<file path="config.mk">
export PLATFORM = sky130hd
export DESIGN_NAME = lamp_panel_visual_tracker_top
export DESIGN_NICKNAME = d
export VERILOG_FILES = /design/src/hdl/lpvt_pkg.sv /design/src/hdl/lpvt_ctrl.sv /design/src/hdl/lpvt_dp.sv /design/src/hdl/lamp_panel_visual_tracker_top.sv
export VERILOG_INCLUDE_DIRS = /design/src /design/src/hdl
export SDC_FILE = /design/constraint.sdc
export NUM_CORES = 2
export LEC_CHECK = 0
export ABC_AREA = 1
export BUFFER_PORTS_ARGS = -buffer_cell sky130_fd_sc_hd__buf_2
export CAP_MARGIN = 40
export CELL_PAD_IN_SITES_DETAIL_PLACEMENT = 0
export CELL_PAD_IN_SITES_GLOBAL_PLACEMENT = 1
export CORE_MARGIN = 2
export CORE_UTILIZATION = 46
export CTS_BUF_LIST = sky130_fd_sc_hd__clkbuf_4 sky130_fd_sc_hd__clkbuf_8
export CTS_CLUSTER_SIZE = 20
export DETAILED_ROUTE_END_ITERATION = 16
export PLACE_DENSITY_LB_ADDON = 0.1
export SYNTH_ARGS = -nofsm -noshare
export SYNTH_HDL_FRONTEND = slang
export SYNTH_SLANG_ARGS = --single-unit
</file>
<file path="constraint.sdc">
create_clock -name clock -period 8.5 [get_ports clock]
set_input_delay 0.425 -clock clock [delete_from_list [all_inputs] [get_ports clock]]
set_output_delay 0.425 -clock clock [all_outputs]
set_load 0.1 [all_outputs]
</file>
<file path="src/hdl/lamp_panel_visual_tracker_top_assert.svh">
// Assertion macros for the lamp and panel visual tracker.
`ifndef LAMP_PANEL_VISUAL_TRACKER_TOP_ASSERT_SVH
`define LAMP_PANEL_VISUAL_TRACKER_TOP_ASSERT_SVH
`ifndef SYNTHESIS
`define LPVT_ASSERT_IMP(label, clk, rst, ante, cons) \
   label: assert property (@(posedge clk) disable iff (rst) (ante) |-> (cons)) \
      else $error("assertion failed");
`define LPVT_ASSERT_NXT(label, clk, rst, ante, cons) \
   label: assert property (@(posedge clk) disable iff (rst) (ante) |=> (cons)) \
      else $error("assertion failed");
`else
`define LPVT_ASSERT_IMP(label, clk, rst, ante, cons)
`define LPVT_ASSERT_NXT(label, clk, rst, ante, cons)
`endif
`endif

</file>
<file path="src/hdl/lpvt_pkg.sv">
// Shared types and constants for the lamp and panel visual tracker.
`timescale 1ns / 1ps
package lpvt_pkg;
   localparam int unsigned DOOR_FRAMES_DEF = 16;
   localparam int unsigned HOOD_FRAMES_DEF = 14;
   localparam int unsigned MAX_GAP_MS_DEF  = 2000;
   localparam logic [20:0] FULL_OPEN = 21'd1048576;
   localparam logic [20:0] ZERO_RATE_SUB = 21'd1049;

   localparam logic [2:0] REG_LAMP_TO   = 3'd0;
   localparam logic [2:0] REG_PANEL_TO  = 3'd1;
   localparam logic [2:0] REG_DOOR_OPEN = 3'd2;
   localparam logic [2:0] REG_DOOR_CLS  = 3'd3;
   localparam logic [2:0] REG_HOOD_OPEN = 3'd4;
   localparam logic [2:0] REG_HOOD_CLS  = 3'd5;

   localparam logic [2:0] MOT_UNKNOWN = 3'd0;
   localparam logic [2:0] MOT_CLOSED  = 3'd1;
   localparam logic [2:0] MOT_OPENING = 3'd2;
   localparam logic [2:0] MOT_OPEN    = 3'd3;
   localparam logic [2:0] MOT_CLOSING = 3'd4;

   localparam logic OP_REPORT = 1'b0;
   localparam logic OP_TICK   = 1'b1;

   // controller -> datapath
   typedef struct packed {
      logic       store;    // latch a report
      logic       start;    // capture tick time, lamps, elapsed
      logic       calc;     // stage 1 of a panel: freshness, multiply
      logic       apply;    // stage 2: move position, build result
      logic       finish;   // update previous tick time
      logic [2:0] panel;
   } cmd_type;
endpackage

</file>
<file path="src/hdl/lpvt_ctrl.sv">
// Controller: sequences reports and the six panel steps of a tick.
`timescale 1ns / 1ps
`include "lamp_panel_visual_tracker_top_assert.svh"
module lpvt_ctrl (
   input  logic              clock,
   input  logic              reset,
   input  logic              req_tvalid,
   output logic              req_tready,
   input  logic              req_op,
   output logic              rsp_tvalid,
   input  logic              rsp_tready,
   output logic              rsp_tlast,
   output lpvt_pkg::cmd_type cmd
);
   typedef enum logic [4:0] {
      ST_IDLE  = 5'b00001,
      ST_START = 5'b00010,
      ST_CALC  = 5'b00100,
      ST_APPLY = 5'b01000,
      ST_OUT   = 5'b10000
   } state_type;

   state_type  state_ff, state_in;
   logic [2:0] panel_ff, panel_in;
   logic       vld_ff, vld_in;
   logic       last_ff, last_in;
   logic       rsp_take;

   assign req_tready = (state_ff == ST_IDLE);
   assign rsp_tvalid = vld_ff;
   assign rsp_tlast  = last_ff;
   assign rsp_take   = vld_ff & rsp_tready;

   always_comb begin
      state_in = state_ff;
      panel_in = panel_ff;
      vld_in   = vld_ff & ~rsp_tready;
      last_in  = last_ff;
      cmd      = '0;
      cmd.panel = panel_ff;
      unique case (state_ff)
         ST_IDLE: begin
            if (req_tvalid) begin
               if (req_op == lpvt_pkg::OP_TICK) begin
                  state_in = ST_START;
                  cmd.start = 1'b1;
               end else begin
                  cmd.store = 1'b1;
               end
            end
            panel_in = 3'd0;
         end
         ST_START: state_in = ST_CALC;
         ST_CALC: begin
            cmd.calc = 1'b1;
            state_in = ST_APPLY;
         end
         ST_APPLY: begin
            if (!vld_ff || rsp_tready) begin
               cmd.apply = 1'b1;
               vld_in    = 1'b1;
               last_in   = (panel_ff == 3'd5);
               if (panel_ff == 3'd5) begin
                  cmd.finish = 1'b1;
                  state_in   = ST_OUT;
               end else begin
                  panel_in = panel_ff + 3'd1;
                  state_in = ST_CALC;
               end
            end
         end
         ST_OUT: begin
            if (rsp_take) state_in = ST_IDLE;
         end
         default: state_in = ST_IDLE;
      endcase
   end

   always_ff @(posedge clock) begin
      if (reset) begin
         state_ff <= ST_IDLE;
         panel_ff <= 3'd0;
         vld_ff   <= 1'b0;
         last_ff  <= 1'b0;
      end else begin
         state_ff <= state_in;
         panel_ff <= panel_in;
         vld_ff   <= vld_in;
         last_ff  <= last_in;
      end
   end

   `LPVT_ASSERT_IMP(a_onehot, clock, reset, 1'b1, $onehot(state_ff))
   `LPVT_ASSERT_IMP(a_panel_rng, clock, reset, 1'b1, panel_ff <= 3'd5)
   `LPVT_ASSERT_NXT(a_apply_vld, clock, reset, cmd.apply, rsp_tvalid)
   `LPVT_ASSERT_IMP(a_idle_quiet, clock, reset, req_tready, !rsp_tvalid)
endmodule

</file>
<file path="src/hdl/lpvt_dp.sv">
// Datapath: signal store, config registers, lamp logic and panel slew.
`timescale 1ns / 1ps
module lpvt_dp #(
   parameter int unsigned DOOR_FRAMES = lpvt_pkg::DOOR_FRAMES_DEF,
   parameter int unsigned HOOD_FRAMES = lpvt_pkg::HOOD_FRAMES_DEF,
   parameter int unsigned MAX_GAP_MS  = lpvt_pkg::MAX_GAP_MS_DEF
) (
   input  logic              clock,
   input  logic              reset,
   input  lpvt_pkg::cmd_type cmd,
   input  logic              csr_we,
   input  logic [2:0]        csr_index,
   input  logic [31:0]       csr_wdata,
   input  logic [3:0]        in_index,
   input  logic              in_value,
   input  logic              in_valid,
   input  logic              in_stale,
   input  logic [31:0]       in_stamp,
   output logic [44:0]       rsp_data
);
   localparam logic [31:0] GAP = 32'(MAX_GAP_MS);

   logic [31:0] lamp_to_ff, panel_to_ff;
   logic [20:0] rate_ff [4];
   logic [2:0]  flags_ff [12];
   logic [31:0] time_ff [12];
   logic [20:0] pos_ff [6];
   logic [2:0]  mot_ff [6];
   logic [5:0]  known_ff;
   logic [31:0] prev_ff;
   logic        seen_ff;
   logic [31:0] now_ff;
   logic [15:0] dt_ff;
   logic [5:0]  lit_ff, lknown_ff;

   // stage registers
   logic        fresh_ff, tgt_ff;
   logic [36:0] delta_ff;
   logic [44:0] out_ff;

   function automatic logic fresh(input logic [2:0] f, input logic [31:0] t,
                                  input logic [31:0] now, input logic [31:0] to);
      logic [31:0] age;
      age = (now > t) ? now - t : 32'd0;
      return f[1] & ~f[2] & (age <= to);
   endfunction

   // lamp bits
   logic [5:0] lk, ll;
   always_comb begin
      for (int i = 0; i < 6; i++) begin
         lk[i] = fresh(flags_ff[i], time_ff[i], in_stamp, lamp_to_ff);
         ll[i] = lk[i] & flags_ff[i][0];
      end
      if (lk[3] & ll[3]) begin
         lk[2:1] = 2'b11;
         ll[2:1] = 2'b11;
      end
   end

   logic [31:0] dgap;
   assign dgap = in_stamp - prev_ff;

   // stage 1
   logic [3:0]  sig;
   logic        hood, tgt, up, fr;
   logic [20:0] pos, rsel, rate;
   assign sig  = 4'd6 + {1'b0, cmd.panel};
   assign hood = cmd.panel >= 3'd4;
   assign pos  = pos_ff[cmd.panel];
   assign tgt  = flags_ff[sig][0];
   assign up   = tgt & (pos < lpvt_pkg::FULL_OPEN);
   assign fr   = fresh(flags_ff[sig], time_ff[sig], now_ff, panel_to_ff);
   always_comb begin
      rsel = rate_ff[{hood, ~up}];
      rate = (rsel == 21'd0) ? lpvt_pkg::ZERO_RATE_SUB : rsel;
   end

   // stage 2
   logic [20:0] npos;
   logic [2:0]  nmot, omot;
   logic        nknown;
   logic [4:0]  frames_m1;
   logic [25:0] prod;
   logic [4:0]  frame;
   always_comb begin
      npos   = pos;
      nknown = 1'b0;
      omot   = known_ff[cmd.panel] ? mot_ff[cmd.panel] : lpvt_pkg::MOT_UNKNOWN;
      nmot   = (omot == lpvt_pkg::MOT_OPEN || omot == lpvt_pkg::MOT_CLOSED)
               ? omot : lpvt_pkg::MOT_UNKNOWN;
      if (fresh_ff) begin
         nknown = 1'b1;
         if (tgt_ff) begin
            if (pos < lpvt_pkg::FULL_OPEN)
               npos = ({16'd0, lpvt_pkg::FULL_OPEN} - {16'd0, pos} <= delta_ff)
                      ? lpvt_pkg::FULL_OPEN : pos + delta_ff[20:0];
         end else if (pos != 21'd0) begin
            npos = ({16'd0, pos} <= delta_ff) ? 21'd0 : pos - delta_ff[20:0];
         end
         if (npos == 21'd0) nmot = lpvt_pkg::MOT_CLOSED;
         else if (npos >= lpvt_pkg::FULL_OPEN) nmot = lpvt_pkg::MOT_OPEN;
         else nmot = tgt_ff ? lpvt_pkg::MOT_OPENING : lpvt_pkg::MOT_CLOSING;
      end
      frames_m1 = (cmd.panel >= 3'd4) ? 5'(HOOD_FRAMES - 1) : 5'(DOOR_FRAMES - 1);
      prod  = {5'd0, npos} * {21'd0, frames_m1} + 26'd524288;
      frame = prod[24:20];
      if (frame > frames_m1) frame = frames_m1;
      if (npos == 21'd0) frame = 5'd0;
   end

   always_ff @(posedge clock) begin
      if (reset) begin
         lamp_to_ff  <= 32'd1000;
         panel_to_ff <= 32'd1000;
         rate_ff[0]  <= 21'd2097;
         rate_ff[1]  <= 21'd2097;
         rate_ff[2]  <= 21'd1808;
         rate_ff[3]  <= 21'd2097;
         for (int i = 0; i < 12; i++) begin
            flags_ff[i] <= 3'd0;
            time_ff[i]  <= 32'd0;
         end
         for (int i = 0; i < 6; i++) begin
            pos_ff[i] <= 21'd0;
            mot_ff[i] <= lpvt_pkg::MOT_UNKNOWN;
         end
         known_ff <= 6'd0;
         prev_ff  <= 32'd0;
         seen_ff  <= 1'b0;
      end else begin
         if (csr_we) begin
            unique case (csr_index)
               lpvt_pkg::REG_LAMP_TO:   lamp_to_ff  <= csr_wdata;
               lpvt_pkg::REG_PANEL_TO:  panel_to_ff <= csr_wdata;
               lpvt_pkg::REG_DOOR_OPEN: rate_ff[0]  <= csr_wdata[20:0];
               lpvt_pkg::REG_DOOR_CLS:  rate_ff[1]  <= csr_wdata[20:0];
               lpvt_pkg::REG_HOOD_OPEN: rate_ff[2]  <= csr_wdata[20:0];
               lpvt_pkg::REG_HOOD_CLS:  rate_ff[3]  <= csr_wdata[20:0];
               default: ;
            endcase
         end
         if (cmd.store && in_index < 4'd12) begin
            flags_ff[in_index] <= {in_stale, in_valid, in_value};
            time_ff[in_index]  <= in_stamp;
         end
         if (cmd.apply) begin
            pos_ff[cmd.panel]   <= npos;
            mot_ff[cmd.panel]   <= nmot;
            known_ff[cmd.panel] <= nknown;
         end
         if (cmd.finish) begin
            prev_ff <= now_ff;
            seen_ff <= 1'b1;
         end
      end
   end

   always_ff @(posedge clock) begin
      if (cmd.start) begin
         now_ff    <= in_stamp;
         lit_ff    <= ll;
         lknown_ff <= lk;
         if (!seen_ff || in_stamp <= prev_ff) dt_ff <= 16'd0;
         else dt_ff <= (dgap > GAP) ? 16'(MAX_GAP_MS) : dgap[15:0];
      end
      if (cmd.calc) begin
         fresh_ff <= fr;
         tgt_ff   <= tgt;
         delta_ff <= {16'd0, rate} * {21'd0, dt_ff};
      end
      if (cmd.apply)
         out_ff <= {lknown_ff, lit_ff, (npos != 21'd0),
                    frame[3:0], nknown, nmot, npos, cmd.panel};
   end

   assign rsp_data = out_ff;
endmodule

</file>
<file path="src/hdl/lamp_panel_visual_tracker_top.sv">
// Top level of the lamp and panel visual tracker.
// channel | dir | tdata (low bit up)                             | tuser | tlast
// req     | in  | signal_index,value,valid,stale,stamp_ms       | op    | -
// rsp     | out | panel_index,position,motion,known,frame,visible,lit,known | - | last
// A report is latched as it is accepted. A tick runs as below, longer under stall:
// accept, a start cycle, then per panel a freshness/multiply step and a slew
// step on one shared slewer, and an output state to hand off the last result.
// Reset is synchronous; config registers return to their defaults.
// The result register holds under rsp stall; the next panel waits for it.
`timescale 1ns / 1ps
module lamp_panel_visual_tracker_top #(
   parameter int unsigned DOOR_FRAMES = lpvt_pkg::DOOR_FRAMES_DEF,
   parameter int unsigned HOOD_FRAMES = lpvt_pkg::HOOD_FRAMES_DEF,
   parameter int unsigned MAX_GAP_MS  = lpvt_pkg::MAX_GAP_MS_DEF
) (
   input  logic        clock,
   input  logic        reset,
   input  logic        req_tvalid,
   output logic        req_tready,
   input  logic [39:0] req_tdata,  // index[3:0],value,valid,stale,stamp[38:7]
   input  logic        req_tuser,  // op
   output logic        rsp_tvalid,
   input  logic        rsp_tready,
   output logic [47:0] rsp_tdata,  // index,position,motion,known,frame,visible,lit,known
   output logic        rsp_tlast,
   input  logic        csr_we,
   input  logic [2:0]  csr_index,
   input  logic [31:0] csr_wdata
);
   lpvt_pkg::cmd_type cmd;
   logic [44:0] data;

   lpvt_ctrl u_ctrl (
      .clock(clock), .reset(reset), .req_tvalid(req_tvalid), .req_tready(req_tready),
      .req_op(req_tuser), .rsp_tvalid(rsp_tvalid), .rsp_tready(rsp_tready),
      .rsp_tlast(rsp_tlast), .cmd(cmd)
   );

   lpvt_dp #(.DOOR_FRAMES(DOOR_FRAMES), .HOOD_FRAMES(HOOD_FRAMES),
             .MAX_GAP_MS(MAX_GAP_MS)) u_dp (
      .clock(clock), .reset(reset), .cmd(cmd), .csr_we(csr_we),
      .csr_index(csr_index), .csr_wdata(csr_wdata), .in_index(req_tdata[3:0]),
      .in_value(req_tdata[4]), .in_valid(req_tdata[5]), .in_stale(req_tdata[6]),
      .in_stamp(req_tdata[38:7]), .rsp_data(data)
   );

   assign rsp_tdata = {3'd0, data};
endmodule
</file>
# After elaboration in Yosys (flattened, before gate mapping)
# Memory sizes are Yosys's and may differ from the RTL's. A register that Yosys moved wholly into a read port is not among the register bits.
# Index checks and enable logic that the tools add are counted.
# op_classes
addsub	14
n_mul	2
n_lt_le_gt_ge	25
eq_ne	18
muxes	93
bitwise_logic	37
n_reduce_logical	24
# op_table
cell	count
$mux W21	13
$le A32 B32 Y1	8
$mux W32	8
$sub A32 B32 Y32	8
$gt A32 B32 Y1	7
$logic_not A21 Y1	3
$mux W3	16
$reduce_bool A21 Y1	2
$le A21 B37 Y1	1
$le A37 B37 Y1	1
$mul A21 B16 Y37	1
$mux W1	37
$gt A32 B11 Y1 const B	1
$reduce_or A32 Y1	1
$add A25 B20 Y25 const B	1
$mul A21 B5 Y25	1
$mux W5	5
$pmux W5 S5	1
$and A1 B1 Y1	24
$sub A21 B21 Y22 const A	1
$add A21 B21 Y21	1
$ge A21 B21 Y1 const B	1
$lt A21 B21 Y1 const B	1
$reduce_or A21 Y1	1
other kinds (37)	69
# word_totals
register_bits	257
ramBits	648
input_bits	81
output_inout_bits	51
elab_cells	239
n_memories	5
# mem_list
memory	words	word_bits	rd	rd_ports_with_merged_regs	wr	line_no	source
u_dp.time_ff	12	32	7	0	12	lpvt_dp.sv:26	logic [31:0] time_ff [12];
u_dp.pos_ff	6	21	1	1	6	lpvt_dp.sv:27	logic [20:0] pos_ff [6];
u_dp.rate_ff	4	21	1	0	4	lpvt_dp.sv:24	logic [20:0] rate_ff [4];
u_dp.flags_ff	12	3	7	0	12	lpvt_dp.sv:25	logic [2:0] flags_ff [12];
u_dp.mot_ff	6	3	1	1	6	lpvt_dp.sv:28	logic [2:0] mot_ff [6];

# Depth between registers and ports, before layout
# logic_depth
depth_word	11
depth_mapped	63
mapped_depth_nobuf	60

# By module
# Synthesis repeated with hierarchy kept, for this count alone.
# hier_totals
cells_unflattened	9398
area_unflattened_um2	80098.1
# by_module_without_submodules
mod	n_inst	cells_each	area_per_inst_um2	seq_area_each_um2
lpvt_dp	1	9311	79466.2	31310.0
lpvt_ctrl	1	83	605.6	200.2
lamp_panel_visual_tracker_top	1	4	26.3	0.0

# Worst setup path before layout
# No wires, ideal clock.
# synth_path
path_type	register -> register
start	reg u_ctrl.panel_ff[2]
end	reg u_dp.delta_ff[34], data pin
setup_time_ns	0.262
arrival_ns	8.789
required_time_ns	8.238
setup_slack_ns	-0.551
path_stages_with_launch	43
path_buffers	6
period_less_slack_ns	9.051
cell_sequence	dfxtp_1 > inv_1 > clkbuf_1 > clkbuf_1 > clkbuf_1 > ha_1 > clkbuf_1 > o221ai_1 > o211ai_1 > nand2_1 > nand2_2 > buf_2 > nand2_1 > nand3_1 > nand2_1 > inv_1 > nor4_2 > nand4_1 > [... 7 more ...] > inv_1 > fa_1 > inv_1 > fa_1 > fa_1 > ha_1 > a21oi_1 > a21boi_0 > o21ai_0 > a21boi_1 > o21ai_0 > a21boi_1 > o21ai_0 > a21boi_1 > inv_1 > nand2_1 > o21ai_1 > xor2_1
# synth_between
elab_chain_len	8
elab_cells_between_ends	9
classes_between	add/sub: 1; mul: 1; order compare: 1; mux: 1; bitwise: 2; reduce/logical: 1; memory: 2
# synth_rtl
element	line_no	source
start, declared	lpvt_ctrl.sv:24	logic [2:0] panel_ff, panel_in;
start signal, assigned	lpvt_ctrl.sv:87	panel_ff <= panel_in;
$add A3 B3 Y4 *	lpvt_dp.sv:68	assign sig = 4'd6 + {1'b0, cmd.panel};
$mem_v2 Z12 W3 *	n/a	
named net u_dp.tgt	lpvt_dp.sv:66	logic hood, tgt, up, fr;
$and A1 B1 Y1 *	lpvt_dp.sv:72	assign up = tgt & (pos < lpvt_pkg::FULL_OPEN);
$not A1 Y1 *	lpvt_dp.sv:75	rsel = rate_ff[{hood, ~up}];
$mem_v2 Z4 W21 *	n/a	
$logic_not A21 Y1	lpvt_dp.sv:76	rate = (rsel == 21'd0) ? lpvt_pkg::ZERO_RATE_SUB : rsel;
$mux W21 *	lpvt_dp.sv:76	
$mul A21 B16 Y37 *	lpvt_dp.sv:170	delta_ff <= {16'd0, rate} * {21'd0, dt_ff};
end signal, assigned	lpvt_dp.sv:170	
end, declared	lpvt_dp.sv:38	logic [36:0] delta_ff;
# The timed path passes the listed nets; every way through them passes the cells marked *.
# A chain may end at the register's enable or synchronous reset.

==> implementation parameters <==
Parameter                              Value

STA
  Total count of max-transition violations in the final report    0
  Worst slew margin relative to its limit    0.3638
  Setup repair after global routing missed its margin    yes
  Count of final hold-check violations    0
  Worst slack on hold paths    96.78 ps
  Period utilisation layout    0.9730
  Final critical delay including setup and external delays    8270 ps
  Maximum clock frequency    120.9 MHz
  Pin slew with the least headroom to its limit    954.2 ps
  Final number of setup-violating endpoints    0
  Sum of negative setup slack    0 ps
  Slack of the critical path    between 200 and 250 ps
  Clock skew after layout    80.04 ps

Route
  Drc violations    0
  Final WL    a little over 300 mm
  Routed length per instance    between 20 and 25 um
  Starting DRT DRC Count    6,320
  Post-detailed-route via-to-cell ratio    5.561
  Remaining number of nets flagged by the antenna check after routing    0
  First-pass iteration count of the detailed router    6
  Via Count    70,260

Synth
  Mux share of post-synthesis cell area    0
  Synthesized-area fraction occupied by adder cells    0.1922
  Synth warnings    0
  Count of mapped cells out of synthesis    9,375
  Post-synthesis async set-or-reset flop share    0
  EDFF count, synth    approximately 1,000
  Most frequent cell after synthesis    nand2_1
  Post-synthesis area per instance    8.539 um^2
  Synth Area in Compound Gates    0.1293
  Main combinational cell family by area after synthesis    adder cells
  Register area share after synthesis    0.3966
  Post-synthesis share of cell area spent on xor and xnor gates    0.02712
  Simple-gate portion of the synthesized area    0.1719
  Largest area contributor in the netlist    edfxtp_1
  Most frequent cells after synthesis    1,427 x nand2_1, 1,403 x nor2_1, 1,330 x inv_1, 980 x edfxtp_1, 770 x a21oi_1
  Post-synth top flop    edfxtp_1
  Count of cell types in the netlist    64
  Post-synth top area share    0.3676
  Post-synthesis cell area    0.08006 mm^2
  Dominant cells by area after synthesis    edfxtp_1 37%, ha_1 11%, fa_1 7.8%, nand2_1 6.7%, nor2_1 6.6%
  #FFs+latches synth    1,096

Floorplan
  Total core area    ~0.17 mm^2
  Overall die height    421.2 um
  Ports    132
  Area enclosed by the die boundary    0.1774 mm^2
  Width of the die    421.2 um
  Initial standard-cell utilization of the core    0.4616
  Number of standard-cell rows in the floorplan    ~150

Clock network
  CTS buffer count    roughly 200
  Number of H-tree levels    4
  Worst-case clock buffer depth    3
  Clock-pin slew on the worst setup and hold paths    60 ps
  Clock Tree Root    clkbuf_8
  Insertion delay to the later sink of the worst-skew pair    1020 ps
  Num Clock Sinks    1,096
  Clock tree from TritonCTS    yes

GRT
  Global-route congestion overflow total    0
  Largest net degree at the start of global routing    177
  Wire length of the first global-routing pass    450.6 mm
  GR Util All Layers    0.3438
  Initial antenna violation count    22
  Via count of the first global-routing pass    69,140

Critical path
  Sort of element at the start of the critical path    flip-flop
  Critical path type    reg -> reg
  Dominant cell type by count on the critical path    nand2_1
  Arrival time at the worst endpoint    roughly 9000 ps
  Type of destination of the critical path    flip-flop
  Top fanout value on the critical path    8
  Max incr delay on CP    550 ps
  Slowest library cell on the worst path    fa_1
  Required time of the critical path    about 9200 ps

Placed design
  Number of cells in the design after placement    12,130
  Final RePlAce weighted congestion    1.015
  DP Wirelength    approximately 230 mm
  Count of port buffers added during placement    127
  Worst Setup Slack post-DPL    -638.5 ps

Finish
  Layout cells sized above 1    0.1288
  Net count, final    11,250
  Filler-free cell count of the finished design    12,630
  Number of inserted filler cells in the final layout    16,510
  Area added between synthesis and finish    17.62%

Worst hold path
  Hold Crit Class    in -> reg

Flow run
  # Max-Cap Violations    0

Outcome
  Outcome    completed
==> kinds of logic after synthesis <==
logic type | after synthesis
AOI/OAI and AO/OA | 1844
xor gates and xnor gates | 247
adders and majority gates | 1043
buffers and inverters | 1740
DFF | 1096
other | 1
and+or+nand+nor | 3404
==> per-layer routing <==
layer | GRT usage | part of all wire
met5 | 0 | 0.00011
met4 | 0.2406 | 0.081
met3 | 0.05173 | 0.064
met2 | 0.5792 | 0.48
met1 | 0.4028 | 0.38
==> critical path, delay by kind of cell (launching register included) <==
kind	cells	cell delay, ps
buffers and inverters	14	1710
flip-flops	1	440
adder cells (fa/ha/maj)	5	1880
AO/OA/AOI/OAI	10	1260
AND/OR/NAND/NOR	27	2460
XOR/XNOR	1	190
==> final cells by class <==
class / count / area [um^2] / share of cell area
Timing Repair Buffer: 774 / 6407 / 0.06805
Inverter: 1365 / 5155 / 0.05475
Antenna cell: 18 / 45.04 / 0.0004784
Tap cell: 2325 / 2909 / 0.03089
Sequential cell: 1096 / 31760 / 0.3373
Clock buffer: 268 / 3313 / 0.03519
Multi-Input combinational cell: 6687 / 43530 / 0.4623
Clock inverter: 101 / 1037 / 0.01102
==> per-stage QoR <==
| step | instance area [um^2] | util |
|---|---|---|
| global route | 94140 | 0.5428 |
| floorplan | 80640 | - |
| CTS | 92820 | 0.5352 |
| global placement | 86820 | 0.5006 |
| finish | 94160 | 0.5429 |
| detailed placement | 87240 | 0.5030 |
==> flip-flops by register name, summed over array words and instances (netlist names), 16 cells and up, named ones only <==
signal and flops:
u_dp.time_ff 512, u_dp.pos_ff 168, u_dp.rate_ff 84, u_dp.flags_ff 48
u_dp.rsp_data 45, u_dp.delta_ff 37, u_dp.lamp_to_ff 32, u_dp.now_ff 32
u_dp.panel_to_ff 32, u_dp.prev_ff 32, u_dp.mot_ff 24, u_dp.dt_ff 16
==> final timing paths <==
path / from / to / slack [ps] / cells after the start
setup / recovery: flip-flop / u_dp.rsp_data[29] / 230 / 57
hold / removal: csr_index[0] / u_dp.rate_ff[1][11] / 100 / 4
setup reg to reg: flip-flop / u_dp.rsp_data[29] / 230 / 57
hold reg to reg: u_dp.lit_ff[3] / u_dp.rsp_data[36] / 420 / 0
==> timing repair <==
action,in CTS,in global routing
hold buffers,71,0
hold endpoints to repair,282,0
resized for setup,70,205
cloned,2,9
setup buffers,15,27
endpoints found under the setup margin,18,21
pin swaps,35,99
==> cell usage in the layout, fill, tap and decap left out, drive strengths merged, types with 311 or more instances in the layout <==
master,count
fa,311
nor2,1411
nand3,355
edfxtp,980
ha,732
nand2,1440
inv,1362
a21oi,772
buf,694
o21ai,661
Power is not shown: default switching activity piles up to over one toggle a cycle in this logic, so the estimate is an artifact.
